## config.mk

```make
export PLATFORM = sky130hd
export DESIGN_NAME = pbtl_ram
export DESIGN_NICKNAME = d
export VERILOG_FILES = /design/src/sv/pbtl_ram.sv
export SDC_FILE = /design/constraint.sdc
export NUM_CORES = 1
export LEC_CHECK = 0
export BUFFER_PORTS_ARGS = -buffer_cell sky130_fd_sc_hd__clkbuf_2
export CAP_MARGIN = 20
export CORE_AREA = 2 2 99 101
export DETAILED_ROUTE_END_ITERATION = 10
export DIE_AREA = 0 0 101 103
export PLACE_DENSITY = 0.78
export SETUP_SLACK_MARGIN = 0.1
export SYNTH_ARGS = -nofsm -noshare
export SYNTH_HDL_FRONTEND = slang
export SYNTH_SLANG_ARGS = --single-unit
```

## constraint.sdc

```tcl
create_clock -name clk_i -period 4.9 [get_ports clk_i]
set_clock_uncertainty 0.15 [all_clocks]
set_input_delay 0.49 -clock clk_i [delete_from_list [all_inputs] [get_ports clk_i]]
set_output_delay 0.49 -clock clk_i [all_outputs]
set_load 0.02 [all_outputs]
```

## src/sv/pbtl_ram.sv

```systemverilog
`default_nettype none

module pbtl_ram #(
  parameter int WIDTH = 8,
  parameter int DEPTH = 16,
  parameter int AW    = $clog2(DEPTH)
) (
  input  wire logic             clk_i,
  input  wire logic             we_i,
  input  wire logic [AW-1:0]    addr_i,
  input  wire logic [WIDTH-1:0] wdata_i,
  output logic      [WIDTH-1:0] rdata_o
);

  logic [WIDTH-1:0] mem_q [DEPTH];
  logic [WIDTH-1:0] rdata_q;

  always_ff @(posedge clk_i) begin
    if (we_i) begin
      mem_q[addr_i] <= wdata_i;
    end
    rdata_q <= mem_q[addr_i];
  end

  assign rdata_o = rdata_q;

endmodule

`default_nettype wire

```

; ---- Yosys cells after proc, flatten, opt, wreduce, memory -nomap -nowiden
; Memories as Yosys holds them, arrays and structs flattened. A register that Yosys moved wholly into a read port is not among the register bits.
; Index checks and enable logic that the tools add are counted.
[classes]
add_sub_neg = 0
mul = 0
div = 0
magnitude_cmp = 0
eq_ne = 0
n_shift = 0
muxes = 2
bitwise_logic = 0
reduce_logical = 0
[op_table]
columns = op, count
row1 = two-way mux 1 bit, 2
[word_totals]
ff_bits = 0
latchBits = 0
ramBits = 128
romBits = 0
in_bits = 14
out_inout_bits = 8
elab_cells = 3
memories = 1
[mem_list]
columns = name, words, width, read_ports, rd_ports_with_merged_regs, write_ports, line
row1 = mem_q, 16, 8, 1, 1, 1, 15  ; logic [WIDTH-1:0] mem_q [DEPTH];

; ---- Logic depth before layout (Yosys ltp)
; Gate-level depths: netlist (run 1).
[logic_depth]
ltp_word = 2
ltp_mapped = 5
ltp_nobuf = 3

; ---- Worst setup path after synthesis (run 1)
; Ideal clock, no wire load.
[synth_path]
path_kind = input to register
start = input port addr_i[2]
end = memory mem_q[0][0] (enable)
setup_ns = 0.383
t_arrival_ns = 1.600
t_required_ns = 4.367
setup_slack_ns = 2.767
stages = 2
n_path_buf = 0
cell_sequence = or3b_2 -> nor3_1
[synth_lines]
columns = item, line
row1 = start: declaration, 10  ; input wire logic [AW-1:0] addr_i,
row2 = end: declaration, 15
; No word-level cell before the write port.

; ---- Final worst setup path (run 1)
[layout_path]
start = input port addr_i[0]
end = memory mem_q[7][7] (enable)
; No word-level cell before the write port.

==> impl_metrics.py, run 1 <==
metrics = {
    "yosys": {
        "synth_top_area_share_pct": 75.9,
        "synth.distinct_cells": 18,
        "synthTopCellsByArea": "edfxtp_1 (76%), mux4_2 (14%), dfxtp_1 (3.2%)",
        "ys.flop_type": "edfxtp_1",
        "ys_ff_latch": 136,
        "synth_most_common_cell": "edfxtp_1",
        "avgSynthCellArea_um2": 22.0,
        "synth_edf_count": 128,
        "syn-cell-area_um2": 5070,
        "syn_nets": 244,
        "postSynthCellCount": 230,
        "synth_top_area_cell": "edfxtp_1",
        "ys_top_cells_by_count": "edfxtp_1 (128), mux4_2 (32), a22oi_1 (16), nor2_1 (13), nand2_1 (9)",
        "synth-warning-count": 0,
        "async_flop_share_pct": 0,
        "yosysSeqAreaShare_pct": 79.0,
    },
    "flow_run": {
        "max_cap_violations": 0,
    },
    "sta": {
        "period_minus_slack_ns": 2.35,
        "slew_viol_final": 0,
        "finalHoldViolCount": 0,
        "max_freq_mhz": 425,
        "finalSetupViolCount": 0,
        "hold_slack_ns": 0.299,
        "tns_ns": 0,
        "tightestPinTransition_ns": 1.01,
        "finalCritPeriodShare_pct": 48.0,
        "rsz0062_at_grt": "no",
        "slew_headroom_pct": 32.9,
    },
    "clock_tree": {
        "clock_sinks": 136,
        "hold_buffers": 0,
        "post_cts_buffers": 0,
        "insertion_delay_ns": 0.52,
        "path_clk_slew_ns": 0.06,
        "numCtsBuffers": 17,
        "cts.repair.resized": 0,
        "htree_levels": 4,
        "cts_tree": "built",
        "clock_path_buffers": 2,
        "root_buffer": "clkbuf_8",
    },
    "floorplan": {
        "die_w_um": 101,
        "die_y_um": 103,
        "die-area_um2": 10400,
        "initial_utilization_pct": 53.6,
        "core_area_um2": 9460,
        "ios": 22,
        "rows": 36,
    },
    "placement": {
        "placed_area_um2": 5260,
        "place.detailed.hpwl_mm": 5.95,
        "port_buffers": 21,
        "place_congestion": 0.806,
    },
    "detailed_routing": {
        "vias": 2354,
        "wl_per_cell_um": 24.4,
        "drt_first_iter_violations": 201,
        "wl_mm": 9.55,
        "viasPerCell": 6.02,
        "drt_first_pass_iters": 5,
        "drc_errors": 0,
        "ant_nets": 0,
    },
    "worst_setup_path": {
        "crit_type": "input port to register",
        "endpoint_kind": "register",
        "crit_path_start_kind": "input port",
        "cp.required_ns": 4.90,
        "critPathMaxFanout": 20,
        "arrival_ns": 2.35,
    },
    "power_and_ir_drop": {
        "power_per_cell_area_nw_per_um2": 461,
        "ir_worst_vdd_mv": 0.242,
        "cellLeakagePower_nw": 1.95,
    },
    "cells_and_area": {
        "diodes": 0,
        "nNetsFinal": 278,
        "drive_gt1_share_pct": 32.9,
        "area_growth_pct": 16.2,
        "utilization_pct": 62.3,
        "final_area_um2": 5890,
    },
    "grt": {
        "grt_max_degree": 40,
        "grt_pass1_vias": 2295,
        "grt.overflow.total": 0,
        "groute.usage.overall_pct": 19.7,
        "antenna_found_initial": 0,
        "grt_pass1_wl_mm": 14.1,
    },
    "status": {
        "status": "complete, no violations",
    },
    "worst_hold_path": {
        "hold_class": "input port to register",
    },
}
## stage by stage
stage                     std cells  worst slack [ns]  total power [mW]
after floorplan                 230              2.77              1.41
after global placement          355              2.09              1.45
after detailed placement        355              2.00              1.46
after CTS                       387              2.54              2.73
after global routing            391              2.36              2.79
final                           391              2.55              2.72
## cells by family after synthesis
| family | synth area share [%] |
|---|---|
| flops | 79.0 |
| simple gates | 3.21 |
| mux | 14.2 |
| compound gates | 2.37 |
| buf+inv | 1.19 |
## path summary, 6_finish.rpt
check        slack [ns]  cells after the start                     end                    from
max                2.55                      4   mem_q[7][7]$_DFFE_PP_               addr_i[0]
min                0.30                      1  mem_q[10][2]$_DFFE_PP_              wdata_i[2]
max reg2reg        3.36                      3      rdata_o[0]$_DFF_P_   mem_q[3][0]$_DFFE_PP_
min reg2reg        0.54                      3      rdata_o[0]$_DFF_P_  mem_q[14][0]$_DFFE_PP_
## per-layer routing
metal,track usage [%],up-vias,wire [µm]
li1,-,1037,-
met1,28.8,1200,4150
met2,28.5,99,4610
met3,4.95,18,577
met4,8.84,0,222
met5,0,-,0
## cells in the final DEF, fill, tap and decap left out
| master | n |
|---|---|
| clkinv_4 | 4 |
| bufinv_16 | 3 |
| edfxtp_1 | 128 |
| and2_1 | 1 |
| nand2_1 | 9 |
| nor2_1 | 13 |
| nor2b_1 | 2 |
| clkbuf_4 | 1 |
| dfxtp_1 | 8 |
| buf_2 | 3 |
| nand2b_1 | 2 |
| clkbuf_2 | 21 |
| clkbuf_16 | 16 |
| buf_4 | 1 |
| inv_6 | 5 |
| or3b_2 | 1 |
| nand3b_1 | 2 |
| clkinv_2 | 2 |
| nor3_1 | 4 |
| mux4_2 | 32 |
| a22oi_1 | 16 |
| nand3_1 | 1 |
| clkbuf_8 | 1 |
| inv_8 | 1 |
## registers in the layout, summed over array words and instances, names as in the netlist
| register | cells |
|---|---|
| rdata_o | 8 |
| mem_q | 128 |
## worst max-delay path, stage by stage
cell	delay [ns]
clkbuf_2	0.57
buf_4	0.44
nand2_1	0.21
nor2_1	0.63
## where the power goes
part | switching [mW] | total (mW) | internal [mW]
combinational | 0.0779 | 0.125 | 0.0473
sequential | 0.00815 | 1.31 | 1.30
clock | 0.495 | 1.28 | 0.787
total | 0.581 | 2.72 | 2.14
## area by class of cell
| class | instances | area (µm²) |
|---|---|---|
| Clock buffer | 17 | 414 |
| Clock inverter | 15 | 190 |
| Fill cell | 614 | 3570 |
| Multi-Input combinational cell | 83 | 1000 |
| Sequential cell | 136 | 4000 |
| Tap cell | 114 | 143 |
| Timing Repair Buffer | 26 | 135 |
(Power assumes the default switching activity.)
==> inputs of run 2 (changes only) <==
--- a/config.mk
+++ b/config.mk
@@ -5,12 +5,13 @@
 export SDC_FILE = /design/constraint.sdc
 export NUM_CORES = 1
 export LEC_CHECK = 0
+export ABC_AREA = 1
 export BUFFER_PORTS_ARGS = -buffer_cell sky130_fd_sc_hd__clkbuf_2
 export CAP_MARGIN = 20
-export CORE_AREA = 2 2 99 101
+export CORE_AREA = 2 2 104 106
 export DETAILED_ROUTE_END_ITERATION = 10
-export DIE_AREA = 0 0 101 103
-export PLACE_DENSITY = 0.78
+export DIE_AREA = 0 0 106 108
+export PLACE_DENSITY = 0.8
 export SETUP_SLACK_MARGIN = 0.1
 export SYNTH_ARGS = -nofsm -noshare
 export SYNTH_HDL_FRONTEND = slang
==> constraint.sdc (replaced) <==
create_clock -name clk_i -period 2.09 [get_ports clk_i]
set_clock_uncertainty 0.15 [all_clocks]
set_input_delay 0.209 -clock clk_i [delete_from_list [all_inputs] [get_ports clk_i]]
set_output_delay 0.209 -clock clk_i [all_outputs]
set_load 0.02 [all_outputs]
==> impl_metrics.py, run 2 <==
metrics = {
    "power_and_ir_drop": {
        "power_frac_clock_pct": 47.5,
        "ir_worst_vdd_mv": 0.633,
        "net-switching-power_mw": 1.40,
        "internal-power_mw": 5.21,
        "pwr-share-comb_pct": 6.0,
        "power_per_cell_area_nw_per_um2": 1010,
        "power_switching_share_pct": 21.2,
        "cellLeakagePower_nw": 2.86,
        "power_mw": 6.61,
        "seqPwrFrac_pct": 46.5,
    },
    "detailed_routing": {
        "viasPerCell": 5.29,
        "ant_nets": 0,
        "wl_per_cell_um": 17.8,
        "wl_mm": 13.2,
        "drt_first_iter_violations": 506,
        "drc_errors": 0,
        "vias": 3915,
        "drt_first_pass_iters": 5,
    },
    "clock_tree": {
        "numCtsBuffers": 17,
        "path_clk_slew_ns": 0.06,
        "clock_path_buffers": 2,
        "cts_tree": "built",
        "htree_levels": 4,
        "clock_sinks": 136,
        "insertion_delay_ns": 0.53,
        "hold_buffers": 0,
        "cts.repair.resized": 0,
        "post_cts_buffers": 0,
        "root_buffer": "clkbuf_8",
    },
    "yosys": {
        "synth.distinct_cells": 11,
        "ys.flop_type": "edfxtp_1",
        "synth_top_area_share_pct": 68.7,
        "synthTopCellsByArea": "edfxtp_1 (69%), nand2_1 (23%), dfxtp_1 (2.9%)",
        "syn_nets": 562,
        "avgSynthCellArea_um2": 10.2,
        "yosysSeqAreaShare_pct": 71.6,
        "synth_top_area_cell": "edfxtp_1",
        "synth_edf_count": 128,
        "syn-cell-area_um2": 5590,
        "async_flop_share_pct": 0,
        "synth_most_common_cell": "nand2_1",
        "ys_top_cells_by_count": "nand2_1 (346), edfxtp_1 (128), inv_1 (21), nor2_1 (18), buf_2 (12)",
        "synth-warning-count": 0,
        "postSynthCellCount": 548,
        "ys_ff_latch": 136,
    },
    "cells_and_area": {
        "area_growth_pct": 17.2,
        "drive_gt1_share_pct": 12.4,
        "top_register": "mem_q",
        "final_common_cell": "nand2_1",
        "largest_reg_flops": 128,
        "nNetsFinal": 605,
        "utilization_pct": 64.1,
        "diodes": 0,
        "layout_common_cells": "nand2_1 (346), edfxtp_1 (128), buf_4 (24)",
    },
    "status": {
        "status": "complete, no violations",
    },
    "grt": {
        "antenna_found_initial": 0,
        "grt_pass1_wl_mm": 20.6,
        "groute.usage.overall_pct": 25.0,
        "grt_pass1_vias": 3865,
        "grt_max_degree": 49,
        "grt.overflow.total": 0,
    },
    "worst_setup_path": {
        "crit_type": "register to output port",
        "crit_slowest_cell": "dfxtp_1",
        "cp_num_cells": 1,
        "cp.required_ns": 1.73,
        "r2r_cells": 8,
        "cp.buffers_inverters": 1,
        "arrival_ns": 1.09,
        "critical_path.top_delay_family": "flip-flops",
        "crit_path_start_kind": "register",
        "crit_path_max_incr_delay_ns": 0.37,
        "critPathMaxFanout": 1,
        "endpoint_kind": "output port",
        "cp_cell_sequence": "clkbuf_2",
    },
    "floorplan": {
        "core_area_um2": 10200,
        "ios": 22,
        "die-area_um2": 11400,
        "die_w_um": 106,
        "die_y_um": 108,
        "rows": 37,
        "initial_utilization_pct": 54.7,
    },
    "sta": {
        "period_minus_slack_ns": 1.45,
        "slew_viol_final": 0,
        "finalSetupViolCount": 0,
        "finalCritPeriodShare_pct": 69.3,
        "tightestPinTransition_ns": 0.502,
        "max_freq_mhz": 690,
        "hold_slack_ns": 0.0663,
        "slew_headroom_pct": 66.6,
        "rsz0062_at_grt": "no",
        "tns_ns": 0,
        "finalHoldViolCount": 0,
    },
    "placement": {
        "place.detailed.hpwl_mm": 8.42,
        "port_buffers": 21,
        "place_congestion": 0.914,
    },
    "worst_hold_path": {
        "hold_class": "input port to register",
        "min_path_cells": 1,
    },
    "flow_run": {
        "max_cap_violations": 0,
    },
}
## run 2: power groups by stage
stage	clock (mW)	combinational [mW]	sequential (mW)
after floorplan	0	0.210	3.14
final	3.14	0.400	3.07
after global placement	0	0.384	3.13
after global routing	3.28	0.441	3.08
after detailed placement	0	0.392	3.13
after CTS	3.16	0.396	3.07
## run 2: layout make-up
class,count,area (µm²)
tap,136,170
inverter,23,86.3
multi-input combinational,368,1390
timing repair buffer,45,285
clock buffer,20,425
sequential,136,4000
fill,756,3670
clock inverter,12,199
## run 2: through the flow
step | cell area [µm²] | cells | worst slack, ns
after global placement | 5930 | 708 | 0.393
after CTS | 6560 | 740 | 0.626
after floorplan | 5590 | 548 | 0.354
after detailed placement | 5930 | 708 | 0.340
final | 6560 | 740 | 0.641
after global routing | 6560 | 740 | 0.596
## run 2: cell families after synthesis
kind of cell  share of synthesized area (%)
flops                                  71.6
simple gates                           24.8
buf+inv                                3.62
## run 2: path summary, 6_finish.rpt
kind	from	end	slack, ns
worst min-delay path	wdata_i[6]	mem_q[4][6]$_DFFE_PP_	0.07
worst max register to register	mem_q[5][2]$_DFFE_PP_	rdata_o[2]$_DFF_P_	0.89
worst max-delay path	rdata_o[7]$_DFF_P_	rdata_o[7]	0.64
worst min register to register	mem_q[9][2]$_DFFE_PP_	rdata_o[2]$_DFF_P_	0.58
## run 2: worst register-to-register path, delay by kind of cell (launching register included)
kind	cells	cell delay (ns)
buffers and inverters	1	0.07
and+or+nand+nor	7	0.51
DFF	1	0.36
## run 2: layer usage
layer | track usage (%) | wire length (µm) | up-vias | share of wire, %
met1 | 32.3 | 5240 | 1826 | 40
met3 | 6.03 | 1130 | 26 | 8.6
met5 | 0 | 0 | - | 0
met4 | 11.0 | 321 | 0 | 2.4
li1 | - | - | 1838 | -
met2 | 40.9 | 6500 | 225 | 49
